[src/hdl/sadb_pkg.sv]
// ----------------------------------------------------------------------------
// sadb_pkg
// Shared constants, types and width helpers of the stick axis calibration and
// deadband pipeline.
// ----------------------------------------------------------------------------
package sadb_pkg;

	// Calibration register width and default geometry
	localparam int CAL_W           = 16;
	localparam int SAMPLE_BITS_DEF = 12;
	localparam int NORM_STEPS_DEF  = 512;
	localparam int BYTE_W          = 8;
	localparam int CFG_IDX_W       = 3;

	// Configuration register indexes
	typedef logic [CFG_IDX_W-1:0] cfg_idx_t;

	localparam cfg_idx_t REG_CAL_MIN       = cfg_idx_t'(0);
	localparam cfg_idx_t REG_CAL_CENTER    = cfg_idx_t'(1);
	localparam cfg_idx_t REG_CAL_MAX       = cfg_idx_t'(2);
	localparam cfg_idx_t REG_INVERT_AXIS   = cfg_idx_t'(3);
	localparam cfg_idx_t REG_THROTTLE_MODE = cfg_idx_t'(4);

	// Control flags that travel with each item down the pipeline
	typedef struct packed {
		logic vld;  // stage holds an item
		logic res;  // sample was nonzero
		logic thr;  // throttle mapping
		logic neg;  // quotient is negative
	} ctl_t;

	// Quotient width: holds 0..norm_steps
	function automatic int quot_w(int norm_steps);
		return $clog2(norm_steps + 1);
	endfunction

	// Dividend width: 2 * |num| * norm_steps + |den|
	function automatic int num_w(int norm_steps);
		return CAL_W + $clog2(norm_steps) + 2;
	endfunction

endpackage

[src/hdl/sadb_sample_if.sv]
// ----------------------------------------------------------------------------
// sadb_sample_if
// Input channel: one raw converter sample per item.
// ----------------------------------------------------------------------------
interface sadb_sample_if #(
	parameter int SW = 12
);
	logic          valid;
	logic          ready;
	logic [SW-1:0] adc_sample;

	modport source (output valid, output adc_sample, input ready);
	modport sink (input valid, input adc_sample, output ready);
endinterface

[src/hdl/sadb_result_if.sv]
// ----------------------------------------------------------------------------
// sadb_result_if
// Output channel: normalized position and command byte per item.
// ----------------------------------------------------------------------------
interface sadb_result_if #(
	parameter int NW = 11
);
	logic                 valid;
	logic                 ready;
	logic                 valid_res;
	logic signed [NW-1:0] norm_steps;
	logic signed [7:0]    stick_byte;

	modport source (output valid, output valid_res, output norm_steps, output stick_byte,
		input ready);
	modport sink (input valid, input valid_res, input norm_steps, input stick_byte,
		output ready);
endinterface

[src/hdl/sadb_front.sv]
// ----------------------------------------------------------------------------
// sadb_front
// Sample conditioning and divider setup: inversion, span selection, magnitude
// and sign split, dividend/divisor forming and the saturation check.
// ----------------------------------------------------------------------------
module sadb_front #(
	parameter int SW = 12,
	parameter int N  = 512
) (
	input  logic                           clk,
	input  logic                           arst_n,
	input  logic                           en,
	input  logic                           in_vld,
	input  logic [SW-1:0]                  sample,
	input  logic [sadb_pkg::CAL_W-1:0]     cal_min,
	input  logic [sadb_pkg::CAL_W-1:0]     cal_center,
	input  logic [sadb_pkg::CAL_W-1:0]     cal_max,
	input  logic                           invert,
	input  logic                           thr,
	output sadb_pkg::ctl_t                 ctl_o,
	output logic                           frc_o,
	output logic [sadb_pkg::quot_w(N)-1:0] fval_o,
	output logic [sadb_pkg::num_w(N)-1:0]  x_o,
	output logic [sadb_pkg::num_w(N)-1:0]  d_o
);
	import sadb_pkg::*;

	localparam int QW = quot_w(N);
	localparam int XW = num_w(N);
	localparam int SGW = CAL_W + 2;

	// Stage 1: invert, select span, split sign and magnitude
	logic [SW-1:0]         val;
	logic signed [SGW-1:0] vx, cmin, ccen, cmax, num, den, num_abs, den_abs;
	logic                  below;

	always_comb begin
		val     = invert ? SW'(~sample + SW'(1)) : sample;
		vx      = $signed(SGW'(val));
		cmin    = $signed(SGW'(cal_min));
		ccen    = $signed(SGW'(cal_center));
		cmax    = $signed(SGW'(cal_max));
		below   = vx < ccen;
		if (thr) begin
			num = vx - cmin;
			den = cmax - cmin;
		end else begin
			num = vx - ccen;
			den = below ? ccen - cmin : cmax - ccen;
		end
		num_abs = num[SGW-1] ? -num : num;
		den_abs = den[SGW-1] ? -den : den;
	end

	ctl_t             ctl_s1;
	logic [CAL_W-1:0] a_s1, d_s1;

	always_ff @(posedge clk or negedge arst_n) begin
		if (!arst_n) begin
			ctl_s1 <= '0;
		end else if (en) begin
			ctl_s1.vld <= in_vld;
			ctl_s1.res <= sample != '0;
			ctl_s1.thr <= thr;
			ctl_s1.neg <= num[SGW-1] ^ den[SGW-1];
		end
	end

	always_ff @(posedge clk) begin
		if (en) begin
			a_s1 <= CAL_W'(num_abs);
			d_s1 <= CAL_W'(den_abs);
		end
	end

	// Stage 2: form rounding dividend, doubled divisor, saturation check
	logic [XW-1:0] prod, x, dd, lim;
	logic          dz;

	always_comb begin
		prod = XW'(a_s1) * XW'(N);
		x    = {prod[XW-2:0], 1'b0} + XW'(d_s1);
		dd   = {XW'(d_s1)} << 1;
		lim  = dd * XW'(N + 1);
		dz   = d_s1 == '0;
	end

	ctl_t          ctl_s2;
	logic          frc_s2;
	logic [QW-1:0] fval_s2;
	logic [XW-1:0] x_s2, d_s2;

	always_ff @(posedge clk or negedge arst_n) begin
		if (!arst_n) begin
			ctl_s2 <= '0;
		end else if (en) begin
			ctl_s2 <= ctl_s1;
		end
	end

	always_ff @(posedge clk) begin
		if (en) begin
			frc_s2  <= dz || (x >= lim);
			fval_s2 <= (dz && a_s1 == '0) ? '0 : QW'(N);
			x_s2    <= x;
			d_s2    <= dd;
		end
	end

	assign ctl_o  = ctl_s2;
	assign frc_o  = frc_s2;
	assign fval_o = fval_s2;
	assign x_o    = x_s2;
	assign d_o    = d_s2;

endmodule

[src/hdl/sadb_div.sv]
// ----------------------------------------------------------------------------
// sadb_div
// Pipelined restoring divider: one quotient bit per stage, saturated result
// bypassed alongside.
// ----------------------------------------------------------------------------
module sadb_div #(
	parameter int N = 512
) (
	input  logic                           clk,
	input  logic                           arst_n,
	input  logic                           en,
	input  sadb_pkg::ctl_t                 ctl_i,
	input  logic                           frc_i,
	input  logic [sadb_pkg::quot_w(N)-1:0] fval_i,
	input  logic [sadb_pkg::num_w(N)-1:0]  x_i,
	input  logic [sadb_pkg::num_w(N)-1:0]  d_i,
	output sadb_pkg::ctl_t                 ctl_o,
	output logic [sadb_pkg::quot_w(N)-1:0] mag_o
);
	import sadb_pkg::*;

	localparam int QW = quot_w(N);
	localparam int XW = num_w(N);

	ctl_t          ctl_s  [QW];
	logic [XW-1:0] rem_s  [QW];
	logic [XW-1:0] d_s    [QW];
	logic [QW-1:0] q_s    [QW];
	logic          frc_s  [QW];
	logic [QW-1:0] fval_s [QW];

	for (genvar k = 0; k < QW; k++) begin : g_bit
		localparam int B = QW - 1 - k;

		ctl_t          ctl_in;
		logic [XW-1:0] rem_in, d_in, trial;
		logic [QW-1:0] q_in, fval_in;
		logic          frc_in, ge;

		if (k == 0) begin : g_head
			assign ctl_in  = ctl_i;
			assign rem_in  = x_i;
			assign d_in    = d_i;
			assign q_in    = '0;
			assign frc_in  = frc_i;
			assign fval_in = fval_i;
		end else begin : g_tail
			assign ctl_in  = ctl_s[k-1];
			assign rem_in  = rem_s[k-1];
			assign d_in    = d_s[k-1];
			assign q_in    = q_s[k-1];
			assign frc_in  = frc_s[k-1];
			assign fval_in = fval_s[k-1];
		end

		// Try subtracting the shifted divisor for this quotient bit
		assign trial = d_in << B;
		assign ge    = rem_in >= trial;

		always_ff @(posedge clk or negedge arst_n) begin
			if (!arst_n) begin
				ctl_s[k] <= '0;
			end else if (en) begin
				ctl_s[k] <= ctl_in;
			end
		end

		always_ff @(posedge clk) begin
			if (en) begin
				rem_s[k]  <= ge ? rem_in - trial : rem_in;
				q_s[k]    <= q_in | (QW'(ge) << B);
				d_s[k]    <= d_in;
				frc_s[k]  <= frc_in;
				fval_s[k] <= fval_in;
			end
		end
	end

	// Take saturated value where the check fired
	assign ctl_o = ctl_s[QW-1];
	assign mag_o = frc_s[QW-1] ? fval_s[QW-1] : q_s[QW-1];

endmodule

[src/hdl/sadb_scale.sv]
// ----------------------------------------------------------------------------
// sadb_scale
// Sign and clamp of the normalized value, deadband and byte scaling through a
// reciprocal multiply with one correction step.
// ----------------------------------------------------------------------------
module sadb_scale #(
	parameter int N = 512
) (
	input  logic                                   clk,
	input  logic                                   arst_n,
	input  logic                                   en,
	input  sadb_pkg::ctl_t                         ctl_i,
	input  logic [sadb_pkg::quot_w(N)-1:0]         mag_i,
	output sadb_pkg::ctl_t                         ctl_o,
	output logic signed [sadb_pkg::quot_w(N):0]    norm_o,
	output logic signed [sadb_pkg::BYTE_W-1:0]     byte_o
);
	import sadb_pkg::*;

	localparam int     QW   = quot_w(N);
	localparam int     NW   = QW + 1;
	localparam longint C_AX = longint'(39) * N;
	localparam longint C_TH = longint'(N);
	localparam longint VMAX = C_AX * 127;
	localparam int     K    = $clog2(VMAX + 1);
	localparam int     VW   = K;
	localparam longint M_AX = (longint'(1) << K) / C_AX;
	localparam longint M_TH = (longint'(1) << K) / C_TH;
	localparam int     MW   = $clog2(M_TH + 1);
	localparam int     PW   = VW + MW;
	localparam int     TW   = QW + 6;

	// Stage 1: signed position, deadband offset (axis mode), numerator times 127
	logic signed [NW-1:0] norm;
	logic [TW-1:0]        t40;
	logic [VW-1:0]        base, v;
	logic                 inside_db;

	always_comb begin
		t40       = TW'(mag_i) * TW'(40);
		inside_db = t40 <= TW'(N);
		if (!ctl_i.res) begin
			norm = '0;
			base = '0;
		end else if (ctl_i.thr) begin
			norm = ctl_i.neg ? '0 : $signed(NW'(mag_i));
			base = ctl_i.neg ? '0 : VW'(mag_i);
		end else begin
			norm = ctl_i.neg ? -$signed(NW'(mag_i)) : $signed(NW'(mag_i));
			base = inside_db ? '0 : VW'(t40 - TW'(N));
		end
		v = base * VW'(127);
	end

	ctl_t                 ctl_s1;
	logic signed [NW-1:0] norm_s1;
	logic [VW-1:0]        v_s1;
	logic                 sneg_s1;

	always_ff @(posedge clk or negedge arst_n) begin
		if (!arst_n) begin
			ctl_s1 <= '0;
		end else if (en) begin
			ctl_s1 <= ctl_i;
		end
	end

	always_ff @(posedge clk) begin
		if (en) begin
			norm_s1 <= norm;
			v_s1    <= v;
			sneg_s1 <= !ctl_i.thr && ctl_i.neg;
		end
	end

	// Stage 2: multiply by the reciprocal of the divisor
	ctl_t                 ctl_s2;
	logic signed [NW-1:0] norm_s2;
	logic [VW-1:0]        v_s2;
	logic [PW-1:0]        prod_s2;
	logic                 sneg_s2;

	always_ff @(posedge clk or negedge arst_n) begin
		if (!arst_n) begin
			ctl_s2 <= '0;
		end else if (en) begin
			ctl_s2 <= ctl_s1;
		end
	end

	always_ff @(posedge clk) begin
		if (en) begin
			norm_s2 <= norm_s1;
			v_s2    <= v_s1;
			prod_s2 <= PW'(v_s1) * (ctl_s1.thr ? PW'(M_TH) : PW'(M_AX));
			sneg_s2 <= sneg_s1;
		end
	end

	// Stage 3: correct the estimate by one, apply sign
	logic [BYTE_W-1:0] q0, q;
	logic [VW-1:0]     c, r;

	always_comb begin
		q0 = BYTE_W'(prod_s2 >> K);
		c  = ctl_s2.thr ? VW'(C_TH) : VW'(C_AX);
		r  = v_s2 - VW'(q0) * c;
		q  = (r >= c) ? q0 + BYTE_W'(1) : q0;
	end

	ctl_t                     ctl_s3;
	logic signed [NW-1:0]     norm_s3;
	logic signed [BYTE_W-1:0] byte_s3;

	always_ff @(posedge clk or negedge arst_n) begin
		if (!arst_n) begin
			ctl_s3 <= '0;
		end else if (en) begin
			ctl_s3 <= ctl_s2;
		end
	end

	always_ff @(posedge clk) begin
		if (en) begin
			norm_s3 <= norm_s2;
			byte_s3 <= sneg_s2 ? -$signed(q) : $signed(q);
		end
	end

	assign ctl_o  = ctl_s3;
	assign norm_o = norm_s3;
	assign byte_o = byte_s3;

endmodule

[src/hdl/sadb_skid.sv]
// ----------------------------------------------------------------------------
// sadb_skid
// Two-entry output buffer; its registered fill level stalls the pipeline so
// no path runs from the output ready back to the input.
// ----------------------------------------------------------------------------
module sadb_skid #(
	parameter int NW = 11
) (
	input  logic                              clk,
	input  logic                              arst_n,
	input  logic                              push,
	input  logic                              res_i,
	input  logic signed [NW-1:0]              norm_i,
	input  logic signed [sadb_pkg::BYTE_W-1:0] byte_i,
	output logic                              en,
	sadb_result_if.source                     result
);
	import sadb_pkg::*;

	logic                     res_q  [2];
	logic signed [NW-1:0]     norm_q [2];
	logic signed [BYTE_W-1:0] byte_q [2];
	logic                     wr_q, rd_q;
	logic [1:0]               cnt_q;
	logic                     pop;

	assign pop = result.valid && result.ready;
	assign en  = cnt_q != 2'd2;

	// Advance pointers and fill level
	always_ff @(posedge clk or negedge arst_n) begin
		if (!arst_n) begin
			wr_q  <= 1'b0;
			rd_q  <= 1'b0;
			cnt_q <= '0;
		end else begin
			if (push) wr_q <= !wr_q;
			if (pop) rd_q <= !rd_q;
			cnt_q <= cnt_q + 2'(push) - 2'(pop);
		end
	end

	// Hold items
	always_ff @(posedge clk) begin
		if (push) begin
			res_q[wr_q]  <= res_i;
			norm_q[wr_q] <= norm_i;
			byte_q[wr_q] <= byte_i;
		end
	end

	assign result.valid      = cnt_q != '0;
	assign result.valid_res  = res_q[rd_q];
	assign result.norm_steps = norm_q[rd_q];
	assign result.stick_byte = byte_q[rd_q];

endmodule

[src/hdl/stick_axis_calibrate_deadband_core.sv]
// ----------------------------------------------------------------------------
// stick_axis_calibrate_deadband_core
// Three-point stick calibration with deadband and byte scaling.
// ----------------------------------------------------------------------------
// Takes one item per clock while the output buffer is not full and gives one
// result per item, in order. From input to output an item passes two setup
// stages, one restoring-divider stage per quotient bit, three scaling stages
// and the output buffer. The output buffer holds two items; when it is full
// the input drops ready, and ready comes back the cycle after a result
// leaves. Write calibration registers only while no item is in flight.
module stick_axis_calibrate_deadband_core #(
	parameter int SAMPLE_BITS = sadb_pkg::SAMPLE_BITS_DEF,
	parameter int NORM_STEPS  = sadb_pkg::NORM_STEPS_DEF
) (
	input  logic                       clk,
	input  logic                       arst_n,
	sadb_sample_if.sink                sample,
	sadb_result_if.source              result,
	input  logic                       cfg_we,
	input  sadb_pkg::cfg_idx_t         cfg_idx,
	input  logic [sadb_pkg::CAL_W-1:0] cfg_data
);
	import sadb_pkg::*;

	localparam int QW = quot_w(NORM_STEPS);
	localparam int XW = num_w(NORM_STEPS);
	localparam int NW = QW + 1;

	// Calibration registers
	logic [CAL_W-1:0] cal_min_q, cal_center_q, cal_max_q;
	logic             invert_q, thr_q;

	always_ff @(posedge clk or negedge arst_n) begin
		if (!arst_n) begin
			cal_min_q    <= '0;
			cal_center_q <= CAL_W'(32767);
			cal_max_q    <= '1;
			invert_q     <= 1'b0;
			thr_q        <= 1'b0;
		end else if (cfg_we) begin
			unique case (cfg_idx)
				REG_CAL_MIN:       cal_min_q    <= cfg_data;
				REG_CAL_CENTER:    cal_center_q <= cfg_data;
				REG_CAL_MAX:       cal_max_q    <= cfg_data;
				REG_INVERT_AXIS:   invert_q     <= cfg_data[0];
				REG_THROTTLE_MODE: thr_q        <= cfg_data[0];
				default: ;
			endcase
		end
	end

	// Pipeline advance, held by the output buffer
	logic en;

	assign sample.ready = en;

	ctl_t                     ctl_f, ctl_d, ctl_o;
	logic                     frc_f;
	logic [QW-1:0]            fval_f, mag_d;
	logic [XW-1:0]            x_f, d_f;
	logic signed [NW-1:0]     norm_o;
	logic signed [BYTE_W-1:0] byte_o;

	sadb_front #(
		.SW (SAMPLE_BITS),
		.N  (NORM_STEPS)
	) u_front (
		.clk        (clk),
		.arst_n     (arst_n),
		.en         (en),
		.in_vld     (sample.valid),
		.sample     (sample.adc_sample),
		.cal_min    (cal_min_q),
		.cal_center (cal_center_q),
		.cal_max    (cal_max_q),
		.invert     (invert_q),
		.thr        (thr_q),
		.ctl_o      (ctl_f),
		.frc_o      (frc_f),
		.fval_o     (fval_f),
		.x_o        (x_f),
		.d_o        (d_f)
	);

	sadb_div #(
		.N (NORM_STEPS)
	) u_div (
		.clk    (clk),
		.arst_n (arst_n),
		.en     (en),
		.ctl_i  (ctl_f),
		.frc_i  (frc_f),
		.fval_i (fval_f),
		.x_i    (x_f),
		.d_i    (d_f),
		.ctl_o  (ctl_d),
		.mag_o  (mag_d)
	);

	sadb_scale #(
		.N (NORM_STEPS)
	) u_scale (
		.clk    (clk),
		.arst_n (arst_n),
		.en     (en),
		.ctl_i  (ctl_d),
		.mag_i  (mag_d),
		.ctl_o  (ctl_o),
		.norm_o (norm_o),
		.byte_o (byte_o)
	);

	sadb_skid #(
		.NW (NW)
	) u_skid (
		.clk    (clk),
		.arst_n (arst_n),
		.push   (ctl_o.vld && en),
		.res_i  (ctl_o.res),
		.norm_i (norm_o),
		.byte_i (byte_o),
		.en     (en),
		.result (result)
	);

endmodule

[src/flat_wrapper.sv]
// flat-port wrapper written by rule: the top's interface ports become plain ports
module stick_axis_calibrate_deadband_core_flat import sadb_pkg::*;
#(
	parameter int SAMPLE_BITS = sadb_pkg::SAMPLE_BITS_DEF,
	parameter int NORM_STEPS  = sadb_pkg::NORM_STEPS_DEF
)
  (clk, arst_n, cfg_we, cfg_idx, cfg_data, sample_valid, sample_adc_sample, sample_ready, result_valid, result_valid_res, result_norm_steps, result_stick_byte, result_ready);
  sadb_sample_if #(.SW((SAMPLE_BITS_DEF))) sample_i ();
  sadb_result_if #(.NW((quot_w(NORM_STEPS_DEF) + 1))) result_i ();
  input  logic clk;
  input  logic arst_n;
  input  logic cfg_we;
  input  sadb_pkg::cfg_idx_t cfg_idx;
  input  logic [sadb_pkg::CAL_W-1:0] cfg_data;
  input wire logic [$bits(sample_i.valid)-1:0] sample_valid;
  input wire logic [$bits(sample_i.adc_sample)-1:0] sample_adc_sample;
  output wire logic [$bits(sample_i.ready)-1:0] sample_ready;
  output wire logic [$bits(result_i.valid)-1:0] result_valid;
  output wire logic [$bits(result_i.valid_res)-1:0] result_valid_res;
  output wire logic [$bits(result_i.norm_steps)-1:0] result_norm_steps;
  output wire logic [$bits(result_i.stick_byte)-1:0] result_stick_byte;
  input wire logic [$bits(result_i.ready)-1:0] result_ready;
  assign sample_i.valid = sample_valid;
  assign sample_i.adc_sample = sample_adc_sample;
  assign sample_ready = sample_i.ready;
  assign result_valid = result_i.valid;
  assign result_valid_res = result_i.valid_res;
  assign result_norm_steps = result_i.norm_steps;
  assign result_stick_byte = result_i.stick_byte;
  assign result_i.ready = result_ready;
  stick_axis_calibrate_deadband_core #(.SAMPLE_BITS(SAMPLE_BITS), .NORM_STEPS(NORM_STEPS)) u_core (.clk(clk), .arst_n(arst_n), .sample(sample_i), .result(result_i), .cfg_we(cfg_we), .cfg_idx(cfg_idx), .cfg_data(cfg_data));
endmodule
[config.mk]
export PLATFORM = sky130hd
export DESIGN_NAME = stick_axis_calibrate_deadband_core_flat
export DESIGN_NICKNAME = d
export VERILOG_FILES = /design/src/hdl/sadb_pkg.sv /design/src/hdl/sadb_sample_if.sv /design/src/hdl/sadb_result_if.sv /design/src/hdl/sadb_front.sv /design/src/hdl/sadb_div.sv /design/src/hdl/sadb_scale.sv /design/src/hdl/sadb_skid.sv /design/src/hdl/stick_axis_calibrate_deadband_core.sv /design/src/flat_wrapper.sv
export SDC_FILE = /design/constraint.sdc
export NUM_CORES = 2
export LEC_CHECK = 0
export ABC_AREA = 1
export BUFFER_PORTS_ARGS = -buffer_cell sky130_fd_sc_hd__buf_4
export CAP_MARGIN = 30
export CORE_UTILIZATION = 30
export CTS_CLUSTER_DIAMETER = 150
export DETAILED_ROUTE_END_ITERATION = 10
export GPL_ROUTABILITY_DRIVEN = 1
export MAX_ROUTING_LAYER = met4
export SLEW_MARGIN = 10
export SYNTH_ARGS = -nofsm -noshare
export SYNTH_HDL_FRONTEND = slang
export SYNTH_HIERARCHICAL = 1
export SYNTH_SLANG_ARGS = --single-unit
export TNS_END_PERCENT = 50
[constraint.sdc]
create_clock -name clk -period 21 [get_ports clk]
set_input_delay 1.05 -clock clk [delete_from_list [all_inputs] [get_ports clk]]
set_output_delay 1.05 -clock clk [all_outputs]
set_load 0.01 [all_outputs]
==> impl_results.md <==
* Grt ovf at 0
* Setup bufs post-CTS at 0
* DRT Wirelength at 180000 um
* Fmax at about 110 MHz
* Max-cap violations at 0
* Area of the multi-input gates at 0.03123 mm^2
* Cell mode on critical path: inv_1
* First-pass GRT wire length at 278400 um
* Slew Limit Fails at 0
* Pin count of the biggest net entering global routing at 194
* Synth Instances at 7752
* Htree depth at 3
* Post-DRT Antenna Nets at 0
* Crit Path Class: reg2reg
* CP max stage delay at 0.85 ns
* Top Family by Delay on Critical Path: adder cells
* Post-route clock period utilization at 41.53%
* Fin util at 33.38%
* Remaining DRCs at 0
* Post-DP HPWL at between 100000 and 150000 um
* Mapped Area at 0.06551 mm^2
* Final TNS setup at 0 ns
* CTS Buf Count at 97
* Clock edge transition at the registers on the reported setup and hold paths at 0.06 ns
* Port-buffer cells at 57
* Total core area at 0.2172 mm^2
* Final Skew at 0.02026 ns
* Die H at approximately 470 um
* Via count at 50.19k
* Hold Path Class: in2async
* Worst Tran Pin Value at 0.9598 ns
* Max clock buf depth at 3
* CP endpoint kind: flip-flop
* Starting Density at between 30% and 40%
* Layout overhead on the synthesized area at 10.66%
* Hold-fix buffers, CTS at 0
* Die width at 469.3 um
* Worst hold margin at 0.2373 ns
* Root Driver: clkbuf_16
* Hold Fails Final Rpt at 0
* Worst-path maximum fanout at 10
* I/O pin total at between 50 and 60
* WP buf/inv at 7
* Register area at 0.02814 mm^2
* Num rows at 171
* FILL cells at between 20k and 25k
* Headroom to the max-slew limit at 35.20%
* Fin nets at 8584
* Die area at 0.2202 mm^2
* WP data arrival at approximately 9.2 ns
* Syn avg cell area at 8.451 um^2
* TritonRoute pass-1 iters at 8
* Yosys warns at 6
* DRT iter0 DRCs at 3317
* Min cycle time layout at 8.721 ns
* Vias in the first global route at 49.01k
* GPL Wtd Cong at 0.9573
* Layout cell share with drive strength beyond 1 at 5.130%
* Crit path max-delay cell type: o311ai_0
* CP Launch Type: flip-flop
* Unrepaired setup endpoints after global routing: false
* Outcome: completed
* Detailed-route wire length per cell at ~17 um
* Later-pin clock latency in the skew report at 0.72 ns
* Req. time, crit path at between 20 and 25 ns
* # clock sinks at 954
* CTS resizes at 0
* GRT Total Usage at 16.48%
* Final setup viols at 0
* CTS tree: done
* Initial antenna violation count at 2
* Vias per cell at 4.660
==> registers in the layout, indices dropped and copies added, names as in the netlist, 16 cells and up <==
name,count
u_core/u_skid/byte_q,16
u_core/u_front/d_s1,16
u_core/u_div/fval_s,100
u_core/u_front/a_s1,16
u_core/u_div/q_s,55
u_core/u_div/d_s,243
u_core/cal_min_q,16
u_core/u_skid/norm_q,22
u_core/cal_center_q,16
u_core/u_front/x_o,27
u_core/u_scale/v_s1,22
u_core/u_div/ctl_s,36
u_core/u_div/rem_s,243
u_core/cal_max_q,16
==> area by class of cell <==
class	count	area share [%]
Tap cell	2854	4.926
Inverter	1452	7.519
Multi-Input combinational cell	5240	43.08
Sequential cell	954	38.81
Antenna cell	2	0.006904
Clock inverter	50	0.8043
Clock buffer	131	3.695
Timing Repair Buffer	87	1.160
==> final timing paths <==
path / startpoint / end / cells past startpoint / slack [ns]
min reg2reg: u_core/u_div/fval_s[1][5] / u_core/u_div/fval_s[2][5] / 0 / 0.42
max in group asynchronous: arst_n / u_core/cal_center_q[4] / 3 / 19.74
min in group clk: u_core/u_div/fval_s[1][5] / u_core/u_div/fval_s[2][5] / 0 / 0.42
max reg2reg: u_core/u_div/frc_s[9] / u_core/u_scale/v_s1[21] / 33 / 12.28
max: u_core/u_div/frc_s[9] / u_core/u_scale/v_s1[21] / 33 / 12.28
min: arst_n / u_core/u_front/ctl_s1[2] / 1 / 0.24
==> routing by layer <==
layer,vias up,routed length (um),track usage (%)
met4,0,4776,4.394
met2,991,88360,28.23
li1,25200,-,-
met1,23770,80590,20.63
met5,-,0,-
met3,230,6260,1.671
==> stage by stage <==
stage | area (um^2) | worst slack [ns] | instances
5_1_grt | 72490 | 11.63 | 10770
3_3_place_gp | 69000 | 12.29 | 10580
2_1_floorplan | 65580 | 0.9846 | 7771
3_5_place_dp | 69090 | 12.29 | 10580
4_1_cts | 72350 | 12.27 | 10760
6_report | 72490 | 12.28 | 10770
==> cell usage in the layout (no fill, tap or decap), types with 9 or more instances in the layout <==
cell	n
clkinv_2	13
a21o_1	16
ha_1	572
dfstp_2	31
nand4_1	143
nand3b_1	72
o21ai_1	24
o21bai_1	29
clkbuf_16	100
or2_2	14
nand2_1	2258
edfxtp_1	844
dfrtp_1	79
nor2_2	14
xnor2_1	67
clkbuf_1	25
mux2_2	11
xor2_1	155
nor2_1	474
nor3_1	51
fa_1	144
and2_1	12
inv_1	1433
o21ai_0	140
nand3_1	541
a31oi_1	10
nor2_4	11
buf_4	73
nand3_2	9
conb_1	20
nor4_1	14
a21oi_1	325
inv_2	17
bufinv_16	9
clkinv_1	14
nand2_2	34
==> worst register-to-register path: cells and delay by family (launching register included) <==
| family | cells | cell delay (ns) |
|---|---|---|
| buffers and inverters | 7 | 0.87 |
| AOI/OAI and AO/OA | 3 | 1.19 |
| adders and majority gates | 9 | 3.65 |
| muxes | 1 | 0.46 |
| and+or+nand+nor | 12 | 1.41 |
| DFF | 1 | 0.61 |
| xor gates and xnor gates | 1 | 0.30 |
Power is not shown: default switching activity piles up to over one toggle a cycle in this logic, so the estimate is an artifact.
